===== src/sv/scpf_pkg.sv =====
// Shared constants, slot codes and the frame descriptor type of the command packet framer.
`default_nettype none

package scpf_pkg;

  localparam int MAX_PACKET_BYTES_DEF = 64;

  localparam logic [7:0]  START_HI     = 8'hEF;
  localparam logic [7:0]  START_LO     = 8'h01;
  localparam logic [7:0]  TYPE_COMMAND = 8'h01;
  localparam logic [31:0] ADDR_RESET   = 32'hFFFF_FFFF;

  // Position of a result within a fully framed packet.
  localparam int SLOT_W = 4;
  localparam logic [SLOT_W-1:0] SLOT_START_HI = 4'd0;
  localparam logic [SLOT_W-1:0] SLOT_START_LO = 4'd1;
  localparam logic [SLOT_W-1:0] SLOT_ADDR_3   = 4'd2;
  localparam logic [SLOT_W-1:0] SLOT_ADDR_2   = 4'd3;
  localparam logic [SLOT_W-1:0] SLOT_ADDR_1   = 4'd4;
  localparam logic [SLOT_W-1:0] SLOT_ADDR_0   = 4'd5;
  localparam logic [SLOT_W-1:0] SLOT_TYPE     = 4'd6;
  localparam logic [SLOT_W-1:0] SLOT_LEN_HI   = 4'd7;
  localparam logic [SLOT_W-1:0] SLOT_LEN_LO   = 4'd8;
  localparam logic [SLOT_W-1:0] SLOT_PAYLOAD  = 4'd9;
  localparam logic [SLOT_W-1:0] SLOT_SUM_HI   = 4'd10;
  localparam logic [SLOT_W-1:0] SLOT_SUM_LO   = 4'd11;

  typedef struct packed {
    logic        rej;
    logic        hdr;
    logic        close_pkt;
    logic [7:0]  pbyte;
    logic [7:0]  len_hi;
    logic [7:0]  len_lo;
    logic [15:0] sum;
  } frame_desc_t;

endpackage

`default_nettype wire


===== src/sv/scpf_frame.sv =====
// Per-request framing decision and packet state (byte count, running checksum).
`default_nettype none

module scpf_frame #(
  parameter int MAX_PACKET_BYTES = scpf_pkg::MAX_PACKET_BYTES_DEF
) (
  input  wire logic               clk,
  input  wire logic               rst_n,
  input  wire logic [7:0]         item_byte,
  input  wire logic [7:0]         item_len,
  input  wire logic               take,
  output scpf_pkg::frame_desc_t   desc
);

  localparam logic [8:0] LIMIT_LEN = 9'(MAX_PACKET_BYTES - 11);

  logic [7:0]  taken_r, taken_nxt;
  logic [15:0] sum_r, sum_nxt;

  logic        too_long;
  logic        hdr;
  logic [8:0]  len9;
  logic [15:0] base;
  logic [15:0] sum_new;
  logic [7:0]  taken_new;
  logic        close_pkt;

  always_comb begin
    too_long  = (item_len == 8'd0) || ({1'b0, item_len} > LIMIT_LEN);
    hdr       = (taken_r == 8'd0);
    len9      = {1'b0, item_len} + 9'd2;
    base      = hdr ? ({8'd0, scpf_pkg::TYPE_COMMAND} + {15'd0, len9[8]} + {8'd0, len9[7:0]})
                    : sum_r;
    sum_new   = base + {8'd0, item_byte};
    taken_new = (hdr ? 8'd0 : taken_r) + 8'd1;
    close_pkt = (taken_new >= item_len);

    desc.rej       = too_long;
    desc.hdr       = hdr && !too_long;
    desc.close_pkt = close_pkt && !too_long;
    desc.pbyte     = item_byte;
    desc.len_hi    = {7'd0, len9[8]};
    desc.len_lo    = len9[7:0];
    desc.sum       = sum_new;

    taken_nxt = taken_r;
    sum_nxt   = sum_r;
    if (take) begin
      if (too_long || close_pkt) begin
        taken_nxt = 8'd0;
        sum_nxt   = 16'd0;
      end else begin
        taken_nxt = taken_new;
        sum_nxt   = sum_new;
      end
    end
  end

  always_ff @(posedge clk) begin
    if (!rst_n) begin
      taken_r <= 8'd0;
      sum_r   <= 16'd0;
    end else begin
      taken_r <= taken_nxt;
      sum_r   <= sum_nxt;
    end
  end

endmodule

`default_nettype wire


===== src/sv/scpf_emit.sv =====
// Byte sequencer: holds one frame descriptor and drives the registered result channel.
`default_nettype none

module scpf_emit (
  input  wire logic                  clk,
  input  wire logic                  rst_n,
  input  wire logic                  desc_valid,
  input  wire scpf_pkg::frame_desc_t desc,
  input  wire logic [31:0]           addr,
  output logic                       take,
  output logic                       out_valid,
  input  wire logic                  out_ready,
  output logic [7:0]                 out_byte,
  output logic                       out_packet_end,
  output logic                       out_last_of_run,
  output logic                       out_rejected
);

  logic                          busy_r, busy_nxt;
  scpf_pkg::frame_desc_t         desc_r, desc_nxt;
  logic [scpf_pkg::SLOT_W-1:0]   slot_r, slot_nxt;
  logic                          out_valid_r, out_valid_nxt;
  logic [7:0]                    byte_r, byte_nxt;
  logic                          end_r, end_nxt;
  logic                          last_r, last_nxt;
  logic                          rej_r, rej_nxt;

  logic                          emit_go;
  logic                          last;
  logic [scpf_pkg::SLOT_W-1:0]   end_slot;
  logic [7:0]                    slot_byte;

  always_comb begin
    case (slot_r)
      scpf_pkg::SLOT_START_HI: slot_byte = scpf_pkg::START_HI;
      scpf_pkg::SLOT_START_LO: slot_byte = scpf_pkg::START_LO;
      scpf_pkg::SLOT_ADDR_3:   slot_byte = addr[31:24];
      scpf_pkg::SLOT_ADDR_2:   slot_byte = addr[23:16];
      scpf_pkg::SLOT_ADDR_1:   slot_byte = addr[15:8];
      scpf_pkg::SLOT_ADDR_0:   slot_byte = addr[7:0];
      scpf_pkg::SLOT_TYPE:     slot_byte = scpf_pkg::TYPE_COMMAND;
      scpf_pkg::SLOT_LEN_HI:   slot_byte = desc_r.len_hi;
      scpf_pkg::SLOT_LEN_LO:   slot_byte = desc_r.len_lo;
      scpf_pkg::SLOT_PAYLOAD:  slot_byte = desc_r.rej ? 8'd0 : desc_r.pbyte;
      scpf_pkg::SLOT_SUM_HI:   slot_byte = desc_r.sum[15:8];
      scpf_pkg::SLOT_SUM_LO:   slot_byte = desc_r.sum[7:0];
      default:                 slot_byte = 8'd0;
    endcase
  end

  always_comb begin
    emit_go  = busy_r && (!out_valid_r || out_ready);
    end_slot = desc_r.close_pkt ? scpf_pkg::SLOT_SUM_LO : scpf_pkg::SLOT_PAYLOAD;
    last     = (slot_r == end_slot);
    // next descriptor loads in the same cycle the last byte of this one goes out
    take     = desc_valid && (!busy_r || (emit_go && last));

    busy_nxt = busy_r;
    desc_nxt = desc_r;
    slot_nxt = slot_r;
    if (take) begin
      busy_nxt = 1'b1;
      desc_nxt = desc;
      slot_nxt = desc.hdr ? scpf_pkg::SLOT_START_HI : scpf_pkg::SLOT_PAYLOAD;
    end else if (emit_go && last) begin
      busy_nxt = 1'b0;
    end else if (emit_go) begin
      slot_nxt = slot_r + 4'd1;
    end

    out_valid_nxt = out_valid_r;
    byte_nxt      = byte_r;
    end_nxt       = end_r;
    last_nxt      = last_r;
    rej_nxt       = rej_r;
    if (emit_go) begin
      out_valid_nxt = 1'b1;
      byte_nxt      = slot_byte;
      end_nxt       = (slot_r == scpf_pkg::SLOT_SUM_LO);
      last_nxt      = last;
      rej_nxt       = desc_r.rej;
    end else if (out_ready) begin
      out_valid_nxt = 1'b0;
    end
  end

  always_ff @(posedge clk) begin
    if (!rst_n) begin
      busy_r      <= 1'b0;
      slot_r      <= scpf_pkg::SLOT_PAYLOAD;
      out_valid_r <= 1'b0;
    end else begin
      busy_r      <= busy_nxt;
      slot_r      <= slot_nxt;
      out_valid_r <= out_valid_nxt;
    end
  end

  always_ff @(posedge clk) begin
    desc_r <= desc_nxt;
    byte_r <= byte_nxt;
    end_r  <= end_nxt;
    last_r <= last_nxt;
    rej_r  <= rej_nxt;
  end

  assign out_valid       = out_valid_r;
  assign out_byte        = byte_r;
  assign out_packet_end  = end_r;
  assign out_last_of_run = last_r;
  assign out_rejected    = rej_r;

  assert property (@(posedge clk) disable iff (!rst_n) take |=> busy_r)
    else $error("descriptor taken but sequencer not busy");

  assert property (@(posedge clk) disable iff (!rst_n)
    busy_r |-> slot_r <= scpf_pkg::SLOT_SUM_LO)
    else $error("slot out of range");

  assert property (@(posedge clk) disable iff (!rst_n)
    out_valid_r && end_r |-> last_r && !rej_r)
    else $error("packet end not last of run");

  assert property (@(posedge clk) disable iff (!rst_n)
    out_valid_r && rej_r |-> byte_r == 8'd0 && last_r && !end_r)
    else $error("malformed reject result");

  assert property (@(posedge clk) disable iff (!rst_n)
    busy_r && desc_r.rej |-> slot_r == scpf_pkg::SLOT_PAYLOAD)
    else $error("rejected request walking slots");

endmodule

`default_nettype wire


===== src/sv/sensor_command_packet_framer_unit.sv =====
// Top level of the command packet framer: input register, address register, framing, sequencer.
//
// Input channel (in_valid/in_ready): one payload byte per request, each carrying
// the packet's payload length. Result channel (out_valid/out_ready): one framed
// byte per transfer, with packet_end on the low checksum byte, last_of_run on
// the final byte a request produces, and rejected on the single zero byte that
// a zero or oversize length gives.
// Config channel (cfg_valid/cfg_ready): writes device_address; always ready.
// Write it only while the block is idle.
// A request's first byte reaches the result register after the input and
// descriptor registers. Throughput: one result byte per cycle while out_ready
// is high, set by the single byte-wide result register; a request yields 1 to
// 12 bytes (9 header bytes on the first payload byte, 2 checksum bytes on the
// last). Requests overlap: the input register takes the next one while the
// sequencer is still emitting. Reset: no packet in progress, checksum zero,
// address 0xFFFFFFFF, both channels empty. A stalled receiver holds the result
// register; the sequencer and then the input register fill and in_ready drops.
`default_nettype none

module sensor_command_packet_framer_unit #(
  parameter int MAX_PACKET_BYTES = scpf_pkg::MAX_PACKET_BYTES_DEF
) (
  input  wire logic        clk,
  input  wire logic        rst_n,
  input  wire logic        cfg_valid,
  output logic             cfg_ready,
  input  wire logic [31:0] cfg_device_address,
  input  wire logic        in_valid,
  output logic             in_ready,
  input  wire logic [7:0]  in_payload_byte,
  input  wire logic [7:0]  in_payload_length,
  output logic             out_valid,
  input  wire logic        out_ready,
  output logic [7:0]       out_byte,
  output logic             out_packet_end,
  output logic             out_last_of_run,
  output logic             out_rejected
);

  logic [31:0] dev_addr_r, dev_addr_nxt;
  logic        s1_valid_r, s1_valid_nxt;
  logic [7:0]  s1_byte_r, s1_byte_nxt;
  logic [7:0]  s1_len_r, s1_len_nxt;
  logic        take;
  logic        in_acc;

  scpf_pkg::frame_desc_t desc;

  assign cfg_ready = 1'b1;

  always_comb begin
    in_ready     = !s1_valid_r || take;
    in_acc       = in_valid && in_ready;
    dev_addr_nxt = (cfg_valid && cfg_ready) ? cfg_device_address : dev_addr_r;

    s1_valid_nxt = s1_valid_r;
    if (in_acc)    s1_valid_nxt = 1'b1;
    else if (take) s1_valid_nxt = 1'b0;
    s1_byte_nxt = in_acc ? in_payload_byte : s1_byte_r;
    s1_len_nxt  = in_acc ? in_payload_length : s1_len_r;
  end

  always_ff @(posedge clk) begin
    if (!rst_n) begin
      dev_addr_r <= scpf_pkg::ADDR_RESET;
      s1_valid_r <= 1'b0;
    end else begin
      dev_addr_r <= dev_addr_nxt;
      s1_valid_r <= s1_valid_nxt;
    end
  end

  always_ff @(posedge clk) begin
    s1_byte_r <= s1_byte_nxt;
    s1_len_r  <= s1_len_nxt;
  end

  scpf_frame #(
    .MAX_PACKET_BYTES (MAX_PACKET_BYTES)
  ) u_frame (
    .clk       (clk),
    .rst_n     (rst_n),
    .item_byte (s1_byte_r),
    .item_len  (s1_len_r),
    .take      (take),
    .desc      (desc)
  );

  scpf_emit u_emit (
    .clk             (clk),
    .rst_n           (rst_n),
    .desc_valid      (s1_valid_r),
    .desc            (desc),
    .addr            (dev_addr_r),
    .take            (take),
    .out_valid       (out_valid),
    .out_ready       (out_ready),
    .out_byte        (out_byte),
    .out_packet_end  (out_packet_end),
    .out_last_of_run (out_last_of_run),
    .out_rejected    (out_rejected)
  );

endmodule

`default_nettype wire


===== config.mk =====
export PLATFORM = sky130hd
export DESIGN_NAME = sensor_command_packet_framer_unit
export DESIGN_NICKNAME = d
export VERILOG_FILES = /design/src/sv/scpf_pkg.sv /design/src/sv/scpf_frame.sv /design/src/sv/scpf_emit.sv /design/src/sv/sensor_command_packet_framer_unit.sv
export SDC_FILE = /design/constraint.sdc
export NUM_CORES = 1
export LEC_CHECK = 0
export ABC_AREA = 1
export BUFFER_PORTS_ARGS = -buffer_cell sky130_fd_sc_hd__buf_2
export CAP_MARGIN = 20
export CORE_MARGIN = 5
export CORE_UTILIZATION = 39
export CTS_CLUSTER_SIZE = 8
export DETAILED_ROUTE_END_ITERATION = 16
export PLACE_DENSITY = 0.57
export SETUP_SLACK_MARGIN = 0.02
export SLEW_MARGIN = 20
export SYNTH_ARGS = -nofsm -noshare
export SYNTH_HDL_FRONTEND = slang
export SYNTH_HIERARCHICAL = 1
export SYNTH_SLANG_ARGS = --single-unit

===== constraint.sdc =====
create_clock -name clk -period 5.65 [get_ports clk]
set_clock_uncertainty 0.1 [all_clocks]
set_input_delay 0.2825 -clock clk [delete_from_list [all_inputs] [get_ports clk]]
set_output_delay 0.2825 -clock clk [all_outputs]
set_load 0.02 [all_outputs]

==> reports/metrics.cfg, run 1 <==
[outcome]
status = finished, final reports clean

[drt]
drc = 0
ant_nets = 0
postRouteWirelength_mm = 16.3
wl_met1_mm = 7.55
route.met3.wl_um = 789
wl_per_cell_um = 14.5
routed.top_layer = met4
drt-pass1-iter-count = 5
first_iter_violations = 298
dr_wl_met2_mm = 7.69
routed-via-count = 5407
via_per_inst = 4.79

[sta]
layout_min_cycle_time_ns = 3.52
tightest_slew_ns = 1.03
rsz0062_at_grt = no
fin_crit_sh = 0.624
final.setup.tns_ns = 0
finalSetupViolations = 0
setup_ws_ns = 2.13
max_slew_margin = 0.313
hold_viol_final = 0
final_max_slew_viol_count = 0
timing.fmax_mhz = 284

[floorplanning]
io_pins = 67
die_height_um = 142
rows = 48
core_um2 = 17200
die_w_um = 142
start_util = 0.396
die_area_um2 = 20300

[layout]
diodes = 0
layout_commonest_cell = nand2_1
final.fill_count = 1619
nets = 971
layout_common_cells = nand2_1 (225), inv_1 (79), edfxtp_1 (69)
area_growth_pct = 20.6
layout.cells.non_filler = 1129
fin_util = 0.478
drive_gt1_frac = 0.179

[setup_path]
r2r_start = s1_len_r[3]$_DFFE_PP_
start_kind = flip-flop
crit_fanout = 7
cpMostUsedCell = nand2_1
r2r_setup_slack_ns = 2.13
max_stage_delay_ns = 0.46
crit_slowest_cell = edfxtp_1
timing.critical_path.buf_inv = 3
cp_top_family = simple AND/OR/NAND/NOR gates
worstPathArrival_ns = 3.60
setup.worst_path.start = s1_len_r[3]$_DFFE_PP_
crit_cells = 21
crit_required_ns = 5.72
critical_path.cell_chain = inv_2, nor2_2, nand3_1, nor2_1, inv_1, ha_1, inv_1, nand2_1, nor3b_2, nand2_1, nand2_1, o21ai_0, ha_1, nand2_1, nor2_1, nand3_1, nand2_1, nand2_1, a21oi_2, nand3b_1, and2_1
cp-end-kind = flip-flop
worstReg2RegEnd = u_emit/desc_r[13]$_DFFE_PP_
path_class = flip-flop to flip-flop
endpoint = u_emit/desc_r[13]$_DFFE_PP_
reg2reg_depth = 21

[min_path]
hold_path.class = primary input to flip-flop

[placed_design]
post-place-cells = 1053
hpwlAfterDp_mm = 11.7
io_buffers = 65
place_congestion = 0.861
preCtsSetupSlack_ns = 2.12

[clock_tree]
clkSlewWorstSetupHoldPaths_ns = 0.06
clock_latency_ns = 0.42
htree_levels = 4
cts_sinks = 132
cts_resized = 0
clockBufferDepth = 2
cts_buffers = 17
root_buffer = clkbuf_16
cts_tree = built

[yosys]
yosysWarningCount = 6
synth_edf_count = 69
synth_cell_types = 44
netlist_area_um2 = 6830
synthCells = 792
ys_async_sr_fraction = 0
yosys_most_used_dff = edfxtp_1
synth_seq_cells = 132
post_synth.cell_area_avg_um2 = 8.63
ys_seq_area_frac = 0.488

[power]
total_power_mw = 2.51
power_leakage_nw = 3.65
ir_drop_uv = 218
power_density_nw_per_um2 = 305

[global_routing]
grt_pass1_vias = 5342
grt_overflow = 0
grt_max_degree = 38
antenna_found_initial = 0
gr-usage-all-layers = 0.167
grt_pass1_wl_mm = 26.5

[run]
cap_viol_max_count = 0

==> metrics by stage <==
step                      cell area, um^2  hold slack (ns)
after global routing                 8240           0.0219
after global placement               7210            0.342
final                                8240           0.0248
after detailed placement             7210            0.347
after CTS                            8240           0.0113
after floorplan                      6860            0.270
==> state kept, by name, summed over array words and instances (netlist names), 4 cells and up <==
register / flops
u_emit/desc_r: 42
dev_addr_r: 32
u_frame/sum_r: 16
s1_byte_r: 8
s1_len_r: 8
u_emit/out_byte: 8
u_frame/taken_r: 8
u_emit/slot_r: 4
==> worst reg2reg max path: stages, from the launching register on <==
cell and delay [ns]:
edfxtp_1 0.46, inv_2 0.09, nor2_2 0.13, nand3_1 0.09, nor2_1 0.13, inv_1 0.06
ha_1 0.21, inv_1 0.07, nand2_1 0.08, nor3b_2 0.19, nand2_1 0.09, nand2_1 0.06
o21ai_0 0.09, ha_1 0.39, nand2_1 0.10, nor2_1 0.11, nand3_1 0.08, nand2_1 0.11
nand2_1 0.10, a21oi_2 0.25, nand3b_1 0.13, and2_1 0.17
==> how the worst min path moves through the flow <==
stage / end / from / slack [ns] / cells past startpoint
2_1_floorplan: u_emit/slot_r[0]$_SDFFE_PN1P_ / rst_n / 0.27 / 1
3_3_place_gp: dev_addr_r[20]$_SDFFE_PN1P_ / dev_addr_r[20]$_SDFFE_PN1P_ / 0.34 / 2
3_5_place_dp: dev_addr_r[20]$_SDFFE_PN1P_ / dev_addr_r[20]$_SDFFE_PN1P_ / 0.35 / 2
4_1_cts: dev_addr_r[0]$_SDFFE_PN1P_ / cfg_device_address[0] / 0.01 / 3
5_1_grt: dev_addr_r[0]$_SDFFE_PN1P_ / cfg_device_address[0] / 0.02 / 3
6_report: dev_addr_r[0]$_SDFFE_PN1P_ / cfg_device_address[0] / 0.02 / 3
==> kinds of logic after synthesis <==
kind of cell | synth area share
AND/OR/NAND/NOR | 0.277
flip-flops | 0.488
buffers and inverters | 0.0860
AO/OA/AOI/OAI | 0.0762
adder cells (fa/ha/maj) | 0.0505
XOR/XNOR | 0.0216
other | 0.00110
==> area by class of cell <==
cell class	instances	area (um^2)	area share
well taps	225	282	0.0342
clock inverters	10	66.3	0.00805
repair buffers	110	773	0.0938
multi-input cells	544	2940	0.357
clock buffers	22	518	0.0629
flip-flops and latches	132	3330	0.405
inverters	86	328	0.0398
==> power breakdown <==
group	switching [mW]	internal, mW	total, mW
sequential	0.0378	1.09	1.13
clock	0.409	0.650	1.06
combinational	0.204	0.120	0.324
total	0.651	1.86	2.51
==> synth_stat cells, types with 2 or more instances <==
cell	number	share of area
a211oi_1	2	0.0022
nand4_1	16	0.015
nand2_4	3	0.0049
xnor2_1	5	0.0064
buf_6	3	0.0049
nor2_4	3	0.0049
inv_1	79	0.043
ha_1	26	0.048
a221oi_1	2	0.0026
o21ai_0	18	0.013
a22o_1	8	0.010
nor3_1	3	0.0022
nor2_2	11	0.010
a21boi_0	2	0.0022
buf_2	4	0.0029
nand3_2	12	0.018
nand2_1	225	0.12
nor2_1	40	0.022
buf_4	23	0.025
xor2_1	10	0.013
dfxtp_1	63	0.18
conb_1	2	0.0011
and2_1	7	0.0064
o2bb2ai_1	2	0.0026
nand2_2	20	0.018
nand3b_1	3	0.0033
a21oi_2	3	0.0038
nand3_1	55	0.040
edfxtp_1	69	0.30
inv_2	6	0.0033
o21ai_1	2	0.0015
a21oi_1	49	0.036
clkbuf_1	5	0.0027
==> routing by layer <==
layer  vias to the layer above  track usage
li1                       2791            -
met1                      2468        0.215
met2                       125        0.271
met3                        23       0.0380
met4                         0       0.0690
met5                         -            0
==> timing repair <==
| action | 4_1_cts | 5_1_grt |
|---|---|---|
| endpoints found under the hold margin | 44 | 0 |
| setup buffers | 0 | 0 |
| setup endpoints to repair | 0 | 0 |
| hold buffers | 44 | 0 |
No activity file was read; power rests on OpenSTA's default activity.
==> run 2: changes to the inputs <==
Clock period 5.65 ns to 3.55 ns, I/O delays scaled along.
==> run 2 against run 1 <==
Sequential cell count did not move. Worst hold slack gained 0.16 ns. First-iteration DRC count down 0.67%. Clock-buffer cell count fell by 1. Global-route usage grew 0.33 points. Worst setup slack worse by 2.0 ns. Power is 64% higher. Sequential share of layout area down 1.4 points. Non-clock buffer count rose by 30. Clock power increased by 66%. Combinational power increased by 76%. Critical path type unchanged. Critical endpoint is now u_emit/desc_r[8]$_DFFE_PP_. Largest power group unchanged. Highest routed layer unchanged.
==> reports/metrics.cfg, run 2 (synthesis gave the netlist of run 1 again) <==
[outcome]
status = finished, final reports clean

[clock_tree]
root_buffer = clkbuf_16
clkSlewWorstSetupHoldPaths_ns = 0.06
cts_buffers = 17
clockBufferDepth = 2
htree_levels = 4
cts_tree = built
clock_latency_ns = 0.42
cts_sinks = 132

[sta]
setup_ws_ns = 0.112
finalSetupViolations = 0
tightest_slew_ns = 0.912
layout_min_cycle_time_ns = 3.44
hold_viol_final = 0
timing.fmax_mhz = 291
fin_crit_sh = 0.968
max_slew_margin = 0.391
rsz0062_at_grt = yes
final_max_slew_viol_count = 0

[setup_path]
cp-end-kind = flip-flop
r2r_setup_slack_ns = 0.11
worstReg2RegEnd = u_emit/desc_r[8]$_DFFE_PP_
crit_fanout = 5
reg2reg_depth = 21
setup.worst_path.start = s1_len_r[4]$_DFFE_PP_
crit_required_ns = 3.63
worstPathArrival_ns = 3.52
r2r_start = s1_len_r[4]$_DFFE_PP_
path_class = flip-flop to flip-flop
start_kind = flip-flop

[placed_design]
place_congestion = 0.870
io_buffers = 65
preCtsSetupSlack_ns = 0.0923
hpwlAfterDp_mm = 11.8
placed_cell_area_um2 = 7290

[global_routing]
gr-usage-all-layers = 0.170
grt_overflow = 0
grt_pass1_wl_mm = 26.8
grt_max_degree = 40
antenna_found_initial = 0
grt_pass1_vias = 5309

[layout]
layout_commonest_cell = nand2_1
nets = 1001
largestRegisters = u_emit/desc_r (42), dev_addr_r (32), u_frame/sum_r (16)
largest_reg_flops = 42
drive_gt1_frac = 0.216
diodes = 0
final_area_um2 = 8540
area_growth_pct = 24.9
layout_common_cells = nand2_1 (219), inv_1 (76), edfxtp_1 (69)
largest_register = u_emit/desc_r

[floorplanning]
io_pins = 67
die_height_um = 142
core_um2 = 17200
start_util = 0.396
die_w_um = 142
rows = 48
die_area_um2 = 20300

[drt]
via_per_inst = 4.76
routed-via-count = 5515
drt-pass1-iter-count = 5
ant_nets = 0
postRouteWirelength_mm = 16.7
first_iter_violations = 296
wl_per_cell_um = 14.4
drc = 0

[run]
cap_viol_max_count = 0

[min_path]
min_path_cells = 3
hold_path_end = dev_addr_r[0]$_SDFFE_PN1P_
hold_path.class = primary input to flip-flop
holdCritStartpoint = rst_n

[power]
power_leakage_nw = 3.80
ir_drop_uv = 384
power_density_nw_per_um2 = 482

run 2: changes by cell type in the layout (fill, tap and decap cells not counted), moves of 3 or more:
cell / before / now
dlygate4sd3_1: 44 / 50
clkinv_4: 3 / 0
nand2_1: 225 / 219
clkbuf_16: 20 / 17
nor2_2: 11 / 14
nand2_2: 20 / 26
buf_4: 1 / 25
bufinv_16: 0 / 3
nor2_1: 40 / 37
o21ai_0: 18 / 15
inv_1: 79 / 76
run 2: worst max path at each step:
| stage | endpoint |
|---|---|
| floorplan | s1_byte_r[0]$_DFFE_PP_ |
| global placement | u_emit/desc_r[13]$_DFFE_PP_ |
| detailed placement | u_emit/desc_r[14]$_DFFE_PP_ |
| CTS | u_emit/desc_r[14]$_DFFE_PP_ |
| global route | u_emit/desc_r[12]$_DFFE_PP_ |
| finish | u_emit/desc_r[8]$_DFFE_PP_ |
run 2: through the flow:
| stage | total power, mW | std cells | hold WS, ns | util | setup TNS (ns) |
|---|---|---|---|---|---|
| global route | 4.29 | 1159 | 0.185 | 0.495 | -0.796 |
| floorplan | 2.16 | 798 | 0.165 | - | 0 |
| detailed placement | 2.31 | 1063 | 0.256 | 0.423 | 0 |
| global placement | 2.31 | 1063 | 0.253 | 0.423 | 0 |
| CTS | 4.12 | 1145 | 0.168 | 0.486 | 0 |
| finish | 4.12 | 1159 | 0.183 | 0.495 | 0 |
run 2: cell type report:
cell class	instances	area, um^2
tap	225	282
sequential	132	3330
inverter	86	332
fill	1660	8700
clock buffer	21	450
multi-input combinational	544	3000
clock inverter	11	133
timing repair buffer	140	1010
run 2: repair_timing:
item / in CTS / in global routing
buffers inserted: 0 / 14
resized for setup: 0 / 22
setup endpoints to repair: 0 / 16
hold buffers: 50 / 0
hold endpoints to repair: 50 / 0
run 2: report_power, final:
group          switching, mW  internal [mW]  total, mW
Combinational          0.343          0.228      0.571
Clock                  0.645           1.11       1.76
Sequential            0.0565           1.73       1.79
run 2: metal layers:
| layer | routed length (um) | vias to the layer above | track usage |
|---|---|---|---|
| met5 | 0 | - | 0 |
| met3 | 673 | 21 | 0.0370 |
| met2 | 7980 | 114 | 0.275 |
| met4 | 268 | 0 | 0.0600 |
| li1 | - | 2845 | - |
| met1 | 7810 | 2535 | 0.226 |
run 2: worst max-delay path, stage by stage (launching register included):
cell      delay [ns]
edfxtp_1        0.45
nand2_2         0.10
inv_2           0.07
nand3_2         0.09
nor2_2          0.14
inv_1           0.06
ha_2            0.18
inv_2           0.06
nand2_2         0.05
nor3b_2         0.19
nand2_1         0.10
nand2_1         0.07
o21ai_0         0.08
ha_1            0.35
buf_4           0.16
a21oi_1         0.20
o21ai_2         0.10
a21oi_2         0.12
buf_4           0.15
buf_4           0.11
nand3_1         0.10
and2_1          0.17
